$ cat src/hdl/tet_pkg.sv
// ----------------------------------------------------------------------------
// tet_pkg: shared types and codes for the tick event timer
// Item and result records, item kinds, timer modes and register indexes.
// ----------------------------------------------------------------------------
package tet_pkg;

    // Field widths
    localparam int KIND_W  = 2;
    localparam int COUNT_W = 32;
    localparam int MODE_W  = 2;
    localparam int CFG_IDX_W  = 3;
    localparam int CFG_DATA_W = 32;

    // Item kinds
    localparam logic [KIND_W-1:0] KIND_TICK      = 2'd0;
    localparam logic [KIND_W-1:0] KIND_STAGGER   = 2'd1;
    localparam logic [KIND_W-1:0] KIND_SET_DELAY = 2'd2;
    localparam logic [KIND_W-1:0] KIND_ARM       = 2'd3;

    // Timer modes (any other code acts as single shot)
    localparam logic [MODE_W-1:0] MODE_SINGLE   = 2'd0;
    localparam logic [MODE_W-1:0] MODE_MULTIPLE = 2'd1;
    localparam logic [MODE_W-1:0] MODE_REPEAT   = 2'd2;

    // Register indexes
    localparam logic [CFG_IDX_W-1:0] CFG_MODE          = 3'd0;
    localparam logic [CFG_IDX_W-1:0] CFG_INITIAL_DELAY = 3'd1;
    localparam logic [CFG_IDX_W-1:0] CFG_EXTRA_FIRINGS = 3'd2;
    localparam logic [CFG_IDX_W-1:0] CFG_RETIRE_DONE   = 3'd3;
    localparam logic [CFG_IDX_W-1:0] CFG_START_ACTIVE  = 3'd4;

    typedef logic [COUNT_W-1:0] t_count;

    // One input item
    typedef struct packed {
        logic [KIND_W-1:0] kind;
        t_count            amount;
    } t_item;

    // One result item
    typedef struct packed {
        logic   fired;
        logic   finished;
        logic   retired;
        logic   running;
        t_count ticks_left;
    } t_result;

    // Configuration write bundle
    typedef struct packed {
        logic                  we;
        logic [CFG_IDX_W-1:0]  idx;
        logic [CFG_DATA_W-1:0] data;
    } t_cfg_wr;

endpackage

$ cat src/hdl/tick_event_timer.sv
// ----------------------------------------------------------------------------
// tick_event_timer: tick-driven event timer
// Single, multiple and repeat firing modes on a countdown driven by ticks.
// ----------------------------------------------------------------------------
// Usage:
//   Input channel (i_valid / o_stall) carries items: tick, stagger add, set
//   new delay, arm. Output channel (o_valid / i_stall) returns one result per
//   item: fired, finished, retired, running and the remaining tick count.
//   A transfer happens at a clock edge with valid high and stall low.
//   Registers are written through i_cfg_we / i_cfg_idx / i_cfg_data; the user
//   must write them only while no item is in flight, which the block does not
//   enforce. Writes to unknown indexes are dropped. An item passes the input
//   register, then the result register. Throughput: one item per cycle while
//   the receiver does not stall; the countdown update is one subtract/compare
//   pass between the two registers. When the receiver stalls, the result
//   register holds and the input register takes one more item; o_stall rises
//   only when both are full. Reset (synchronous, active low) clears all
//   registers and timer state to zero and empties both stages.
// ----------------------------------------------------------------------------
module tick_event_timer (
    input  logic                              i_clk,
    input  logic                              i_rst_n,
    // Configuration writes
    input  logic                              i_cfg_we,
    input  logic [tet_pkg::CFG_IDX_W-1:0]     i_cfg_idx,
    input  logic [tet_pkg::CFG_DATA_W-1:0]    i_cfg_data,
    // Item channel
    input  logic                              i_valid,
    output logic                              o_stall,
    input  logic [tet_pkg::KIND_W-1:0]        i_kind,
    input  logic [tet_pkg::COUNT_W-1:0]       i_amount,
    // Result channel
    output logic                              o_valid,
    input  logic                              i_stall,
    output logic                              o_fired,
    output logic                              o_finished,
    output logic                              o_retired,
    output logic                              o_running,
    output logic [tet_pkg::COUNT_W-1:0]       o_ticks_left
);
    import tet_pkg::*;

    t_item   in_item;
    t_item   held_item;
    logic    held_valid;
    logic    out_free;
    logic    step;
    t_cfg_wr cfg;
    t_result core_result;
    t_result out_result;

    assign in_item.kind   = i_kind;
    assign in_item.amount = i_amount;

    assign cfg.we   = i_cfg_we;
    assign cfg.idx  = i_cfg_idx;
    assign cfg.data = i_cfg_data;

    // Held item advances whenever the result register has room
    assign step = held_valid && out_free;

    tet_in_stage u_in (
        .i_clk   (i_clk),
        .i_rst_n (i_rst_n),
        .i_valid (i_valid),
        .i_item  (in_item),
        .i_take  (step),
        .o_stall (o_stall),
        .o_valid (held_valid),
        .o_item  (held_item)
    );

    tet_core u_core (
        .i_clk    (i_clk),
        .i_rst_n  (i_rst_n),
        .i_cfg    (cfg),
        .i_step   (step),
        .i_item   (held_item),
        .o_result (core_result)
    );

    tet_out_stage u_out (
        .i_clk    (i_clk),
        .i_rst_n  (i_rst_n),
        .i_load   (step),
        .i_result (core_result),
        .i_stall  (i_stall),
        .o_free   (out_free),
        .o_valid  (o_valid),
        .o_result (out_result)
    );

    assign o_fired      = out_result.fired;
    assign o_finished   = out_result.finished;
    assign o_retired    = out_result.retired;
    assign o_running    = out_result.running;
    assign o_ticks_left = out_result.ticks_left;

endmodule

$ cat src/hdl/tet_in_stage.sv
// ----------------------------------------------------------------------------
// tet_in_stage: input register
// Captures one item per transfer and holds it until the core takes it.
// ----------------------------------------------------------------------------
module tet_in_stage (
    input  logic           i_clk,
    input  logic           i_rst_n,
    input  logic           i_valid,
    input  tet_pkg::t_item i_item,
    input  logic           i_take,
    output logic           o_stall,
    output logic           o_valid,
    output tet_pkg::t_item o_item
);
    import tet_pkg::*;

    logic  r_valid;
    t_item r_item;
    logic  accept;

    // Stall only when the held item is not leaving this cycle
    assign o_stall = r_valid && !i_take;
    assign accept  = i_valid && !o_stall;

    always_ff @(posedge i_clk) begin
        if (!i_rst_n) begin
            r_valid <= 1'b0;
        end else if (accept) begin
            r_valid <= 1'b1;
        end else if (i_take) begin
            r_valid <= 1'b0;
        end
    end

    // Payload: no reset needed
    always_ff @(posedge i_clk) begin
        if (accept) begin
            r_item <= i_item;
        end
    end

    assign o_valid = r_valid;
    assign o_item  = r_item;

endmodule

$ cat src/hdl/tet_core.sv
// ----------------------------------------------------------------------------
// tet_core: timer state and single-pass update
// Holds configuration and countdown state, applies one item per step and
// forms its result.
// ----------------------------------------------------------------------------
module tet_core (
    input  logic             i_clk,
    input  logic             i_rst_n,
    input  tet_pkg::t_cfg_wr i_cfg,
    input  logic             i_step,
    input  tet_pkg::t_item   i_item,
    output tet_pkg::t_result o_result
);
    import tet_pkg::*;

    // Configuration
    logic [MODE_W-1:0] r_mode;
    t_count            r_extra;
    logic              r_retire_cfg;

    // Timer state
    t_count r_delay_left,   n_delay_left;
    t_count r_delay_reload, n_delay_reload;
    t_count r_firings_left, n_firings_left;
    logic   r_active,       n_active;
    logic   r_retired,      n_retired;

    logic   fired;
    logic   finished;
    t_count firing_reload;

    assign firing_reload = (r_mode == MODE_MULTIPLE) ? r_extra : '0;

    // Next state for one item
    always_comb begin
        n_delay_left   = r_delay_left;
        n_delay_reload = r_delay_reload;
        n_firings_left = r_firings_left;
        n_active       = r_active;
        n_retired      = r_retired;
        fired          = 1'b0;
        finished       = 1'b0;
        if (!r_retired) begin
            case (i_item.kind)
                KIND_TICK: begin
                    if (r_active) begin
                        if (r_delay_left > t_count'(1)) begin
                            n_delay_left = r_delay_left - t_count'(1);
                        end else begin
                            fired = 1'b1;
                            if (r_mode == MODE_REPEAT) begin
                                n_delay_left = r_delay_reload;
                            end else if (r_firings_left != '0) begin
                                n_delay_left   = r_delay_reload;
                                n_firings_left = r_firings_left - t_count'(1);
                            end else begin
                                finished = 1'b1;
                                n_active = 1'b0;
                                if (r_retire_cfg) begin
                                    n_retired = 1'b1;
                                end else begin
                                    n_delay_left   = r_delay_reload;
                                    n_firings_left = firing_reload;
                                end
                            end
                        end
                    end
                end
                KIND_STAGGER: begin
                    n_delay_left = r_delay_left + i_item.amount;
                end
                KIND_SET_DELAY: begin
                    n_delay_left   = i_item.amount;
                    n_delay_reload = i_item.amount;
                end
                KIND_ARM: begin
                    n_active = 1'b1;
                end
                default: begin
                    n_active = r_active;
                end
            endcase
        end
    end

    // Result of this step
    assign o_result.fired      = fired;
    assign o_result.finished   = finished;
    assign o_result.retired    = n_retired;
    assign o_result.running    = n_active && !n_retired;
    assign o_result.ticks_left = n_delay_left;

    // State update: register writes must arrive only while no item is in flight; this block does not enforce it
    always_ff @(posedge i_clk) begin
        if (!i_rst_n) begin
            r_mode         <= MODE_SINGLE;
            r_extra        <= '0;
            r_retire_cfg   <= 1'b0;
            r_delay_left   <= '0;
            r_delay_reload <= '0;
            r_firings_left <= '0;
            r_active       <= 1'b0;
            r_retired      <= 1'b0;
        end else if (i_cfg.we) begin
            case (i_cfg.idx)
                CFG_MODE: begin
                    r_mode <= i_cfg.data[MODE_W-1:0];
                    r_firings_left <= (i_cfg.data[MODE_W-1:0] == MODE_MULTIPLE)
                                      ? r_extra : '0;
                end
                CFG_INITIAL_DELAY: begin
                    r_delay_left   <= i_cfg.data[COUNT_W-1:0];
                    r_delay_reload <= i_cfg.data[COUNT_W-1:0];
                end
                CFG_EXTRA_FIRINGS: begin
                    r_extra <= i_cfg.data[COUNT_W-1:0];
                    r_firings_left <= (r_mode == MODE_MULTIPLE)
                                      ? i_cfg.data[COUNT_W-1:0] : '0;
                end
                CFG_RETIRE_DONE: begin
                    r_retire_cfg <= i_cfg.data[0];
                end
                CFG_START_ACTIVE: begin
                    r_active <= i_cfg.data[0];
                end
                default: begin
                    r_retire_cfg <= r_retire_cfg;
                end
            endcase
        end else if (i_step) begin
            r_delay_left   <= n_delay_left;
            r_delay_reload <= n_delay_reload;
            r_firings_left <= n_firings_left;
            r_active       <= n_active;
            r_retired      <= n_retired;
        end
    end

    // Retirement only ends at reset
    a_retired_sticks: assert property (@(posedge i_clk) disable iff (!i_rst_n)
        r_retired |=> r_retired)
        else $error("retired flag cleared without reset");

    // Repeat mode never deactivates on a tick
    a_repeat_keeps_active: assert property (@(posedge i_clk) disable iff (!i_rst_n)
        (i_step && !i_cfg.we && !r_retired && r_active && r_mode == MODE_REPEAT
         && i_item.kind == KIND_TICK) |=> r_active)
        else $error("repeat timer went inactive");

    // A new delay also becomes the reload value
    a_set_delay_reload: assert property (@(posedge i_clk) disable iff (!i_rst_n)
        (i_step && !i_cfg.we && !r_retired && i_item.kind == KIND_SET_DELAY)
        |=> (r_delay_reload == $past(i_item.amount)
             && r_delay_left == $past(i_item.amount)))
        else $error("set delay did not load both counters");

    // A finish is always a firing
    a_finish_fires: assert property (@(posedge i_clk) disable iff (!i_rst_n)
        (i_step && finished) |-> (fired && !n_active))
        else $error("finish without firing");

endmodule

$ cat src/hdl/tet_out_stage.sv
// ----------------------------------------------------------------------------
// tet_out_stage: result register
// Holds one result until the receiver takes it.
// ----------------------------------------------------------------------------
module tet_out_stage (
    input  logic             i_clk,
    input  logic             i_rst_n,
    input  logic             i_load,
    input  tet_pkg::t_result i_result,
    input  logic             i_stall,
    output logic             o_free,
    output logic             o_valid,
    output tet_pkg::t_result o_result
);
    import tet_pkg::*;

    logic    r_valid;
    t_result r_result;

    // Room for a new result when empty or when the held one leaves now
    assign o_free = !r_valid || !i_stall;

    always_ff @(posedge i_clk) begin
        if (!i_rst_n) begin
            r_valid <= 1'b0;
        end else if (i_load) begin
            r_valid <= 1'b1;
        end else if (!i_stall) begin
            r_valid <= 1'b0;
        end
    end

    always_ff @(posedge i_clk) begin
        if (i_load) begin
            r_result <= i_result;
        end
    end

    assign o_valid  = r_valid;
    assign o_result = r_result;

endmodule

$ cat config.mk
export PLATFORM = sky130hd
export DESIGN_NAME = tick_event_timer
export DESIGN_NICKNAME = d
export VERILOG_FILES = /design/src/hdl/tet_pkg.sv /design/src/hdl/tick_event_timer.sv /design/src/hdl/tet_in_stage.sv /design/src/hdl/tet_core.sv /design/src/hdl/tet_out_stage.sv
export SDC_FILE = /design/constraint.sdc
export NUM_CORES = 1
export LEC_CHECK = 0
export BUFFER_PORTS_ARGS = -buffer_cell sky130_fd_sc_hd__buf_2
export CORE_MARGIN = 4
export CORE_UTILIZATION = 61
export DETAILED_ROUTE_END_ITERATION = 8
export PLACE_DENSITY = 0.81
export SYNTH_ARGS = -nofsm -noshare
export SYNTH_HDL_FRONTEND = slang
export SYNTH_SLANG_ARGS = --single-unit
$ cat constraint.sdc
create_clock -name i_clk -period 3.93 [get_ports i_clk]
set_input_delay 0.1965 -clock i_clk [delete_from_list [all_inputs] [get_ports i_clk]]
set_output_delay 0.1965 -clock i_clk [all_outputs]
set_load 0.02 [all_outputs]
==> impl_metrics.tcl <==
set metrics [dict create \
    drive_gt1_frac 0.125 \
    num_rows 53 \
    clock_skew_ps 7.76 \
    ys_warn_count 0 \
    die_area_um2 23700 \
    max_cap_violations 0 \
    wl_per_cell_um 22.5 \
    synth_common_cells "nand2_1, dfxtp_1, a21oi_1, nor2_1, clkbuf_1" \
    synth_cell_type_count 77 \
    ios 112 \
    cellPowerDensity_nw_per_um2 406 \
    min_path_type "in -> reg" \
    max_freq_mhz 281 \
    layout.nets 1797 \
    drt-total-wl_um 44500 \
    cts_buffer_depth 3 \
    grt_pass1_wl_um 69800 \
    cts.clk_slew.worst_paths_ps 60 \
    post_cts_buffers 0 \
    yosys-top-cells-area "dfxtp_1, edfxtp_1, nand2_1" \
    synth_nets 1679 \
    cts_resized 0 \
    period_share 0.907 \
    die_h_um 154 \
    drcViolationCount 0 \
    synth_top_area_cell "dfxtp_1" \
    critPathLaunchType "register" \
    track_usage 0.362 \
    stdcell_area_um2 15200 \
    cp_data_arrival_time_ps 3840 \
    ant_nets 0 \
    core_area_um2 21000 \
    overflow 0 \
    ys_seq_elements 205 \
    holdBufCountCts 58 \
    final_util 0.721 \
    async_flop_share 0 \
    vias 13500 \
    syn_area_um2 13000 \
    dr_wl_met3_um 5100 \
    place_area_um2 13800 \
    insertion_delay_ps 520 \
    dr_wl_met2_um 19500 \
    swShare 0.316 \
    power.internal_w 0.00421 \
    cts_num_sinks 205 \
    viasPerCell 6.82 \
    crit_path_end_kind "register" \
    root_buffer "clkbuf_16" \
    worstPathRequired_ps 4200 \
    switching_power_w 0.00195 \
    rsz0062_at_grt "false" \
    dp.cells 1874 \
    synth.most_common_cell "nand2_1" \
    outcome "complete, no violations" \
    num_antenna_cells 0 \
    synthCells 1565 \
    critPathKind "reg -> reg" \
    syn_area_per_cell_um2 8.31 \
    io_buffers 111 \
    grt_pass1_vias 12700 \
    worst_pin_slew_ps 1190 \
    die_w_um 154 \
    place_congestion 1.05 \
    highest_layer "met4" \
    synthDominantCellAreaShare 0.208 \
    ir_worst_vdd_mv 0.429 \
    static-leakage-power_nw 6.41 \
    fin_cells 1976 \
    power_w 0.00616 \
    synthFlopType "dfxtp_1" \
    htreeDepth 1 \
    grt_start_max_net_pins 64 \
    antenna_found_initial 0 \
    fin_setup_tns_ps 0 \
    synth_edf_count 70 \
    syn_to_final_growth_pct 16.7 \
    period_minus_slack_ps 3560 \
    crit_fanout 9 \
    clkPwrFrac 0.363 \
    combPwrFrac 0.245 \
    drv_slew 0 \
    cts_tree "built" \
    hold_violations 0 \
    cts_buffers 24 \
    wl_met1_um 17300 \
    slew_headroom 0.205 \
    post-dp-hpwl_um 29800 \
    start_util 0.618 \
    ys_seq_area_frac 0.370 \
    power_frac_seq 0.392 \
    first_iter_violations 1757 \
    dr.pass1.iters 8 \
    setup_viol 0 \
]
registers in the layout, summed over array words and instances, names as in the netlist:
register	count
u_in.o_item	34
u_core.r_mode	2
u_core.r_extra	32
u_core.r_delay_left	32
u_core.r_active	1
u_out.o_result	36
u_core.r_retire_cfg	1
u_core.r_firings_left	32
u_in.o_valid	1
u_core.r_retired	1
u_out.o_valid	1
u_core.r_delay_reload	32
cell families after synthesis:
group | share of synthesized area
simple gates | 0.204
compound gates | 0.279
flops | 0.370
buf+inv | 0.0412
xor+xnor | 0.0371
fa+ha+maj | 0.0391
mux | 0.0302
critical path, cell delays in order (launching register included):
cell     delay [ps]
dfxtp_1         490
ha_1            250
inv_1            60
fa_1            410
nor2b_1         130
o21a_1          150
o21ai_0         140
a21oi_1         190
or2_2           180
a31oi_1         250
o31ai_1         590
mux2i_1         190
a21oi_1         220
nor2_1           70
area by class of cell:
cell class | count | area [um^2]
Inverter | 23 | 86.3
Tap cell | 275 | 344
Clock buffer | 34 | 679
Clock inverter | 10 | 105
Multi-Input combinational cell | 1222 | 7690
Sequential cell | 205 | 4800
Fill cell | 1601 | 5860
Timing Repair Buffer | 207 | 1450
final timing paths:
path                        endpoint  slack, ps              startpoint  depth (start not counted)
hold reg to reg   u_core.r_extra[11]        470      u_core.r_extra[11]                          2
setup reg to reg  u_out.o_result[26]        370  u_core.r_delay_left[0]                         13
hold / removal    u_core.r_extra[30]         10          i_cfg_data[30]                          3
setup / recovery  u_out.o_result[26]        370  u_core.r_delay_left[0]                         13
power groups by stage:
stage | combinational, W | clock [W] | sequential, W
2_1_floorplan | 0.000987 | 0 | 0.00244
3_3_place_gp | 0.00138 | 0 | 0.00245
3_5_place_dp | 0.00141 | 0 | 0.00245
4_1_cts | 0.00147 | 0.00225 | 0.00241
5_1_grt | 0.00163 | 0.00235 | 0.00242
6_report | 0.00151 | 0.00224 | 0.00241
per-layer routing:
metal,global-route usage,up-vias
met4,0.184,0
li1,-,6090
met1,0.489,6288
met5,0,-
met2,0.558,914
met3,0.0659,176
through the flow:
stage | hold slack [ps] | worst slack (ps)
floorplan | 295 | 881
global placement | 373 | 580
detailed placement | 375 | 493
CTS | 1.85 | 483
global route | 27.0 | 202
finish | 14.2 | 365
placed cells by master (no fill, tap or decap), types with 9 or more instances in the layout:
cell	instances
nand2_1	223
dfxtp_1	135
a21oi_1	115
buf_2	109
nor2_1	103
o21ai_0	89
edfxtp_1	70
nand3_1	61
dlygate4sd3_1	58
nor3_1	45
o211a_1	44
ha_1	39
a21boi_0	38
buf_4	38
mux2i_1	37
a31oi_1	32
nor2b_1	30
xnor2_1	30
a221oi_1	29
xor2_1	25
clkbuf_16	25
inv_1	22
a21o_1	22
or3_1	17
a211oi_1	17
nor4_1	15
a311oi_1	14
o31ai_1	13
and2_1	12
o21a_1	12
nand4_1	10
a221o_1	10
o211ai_1	9
No activity file was read; power rests on OpenSTA's default activity.
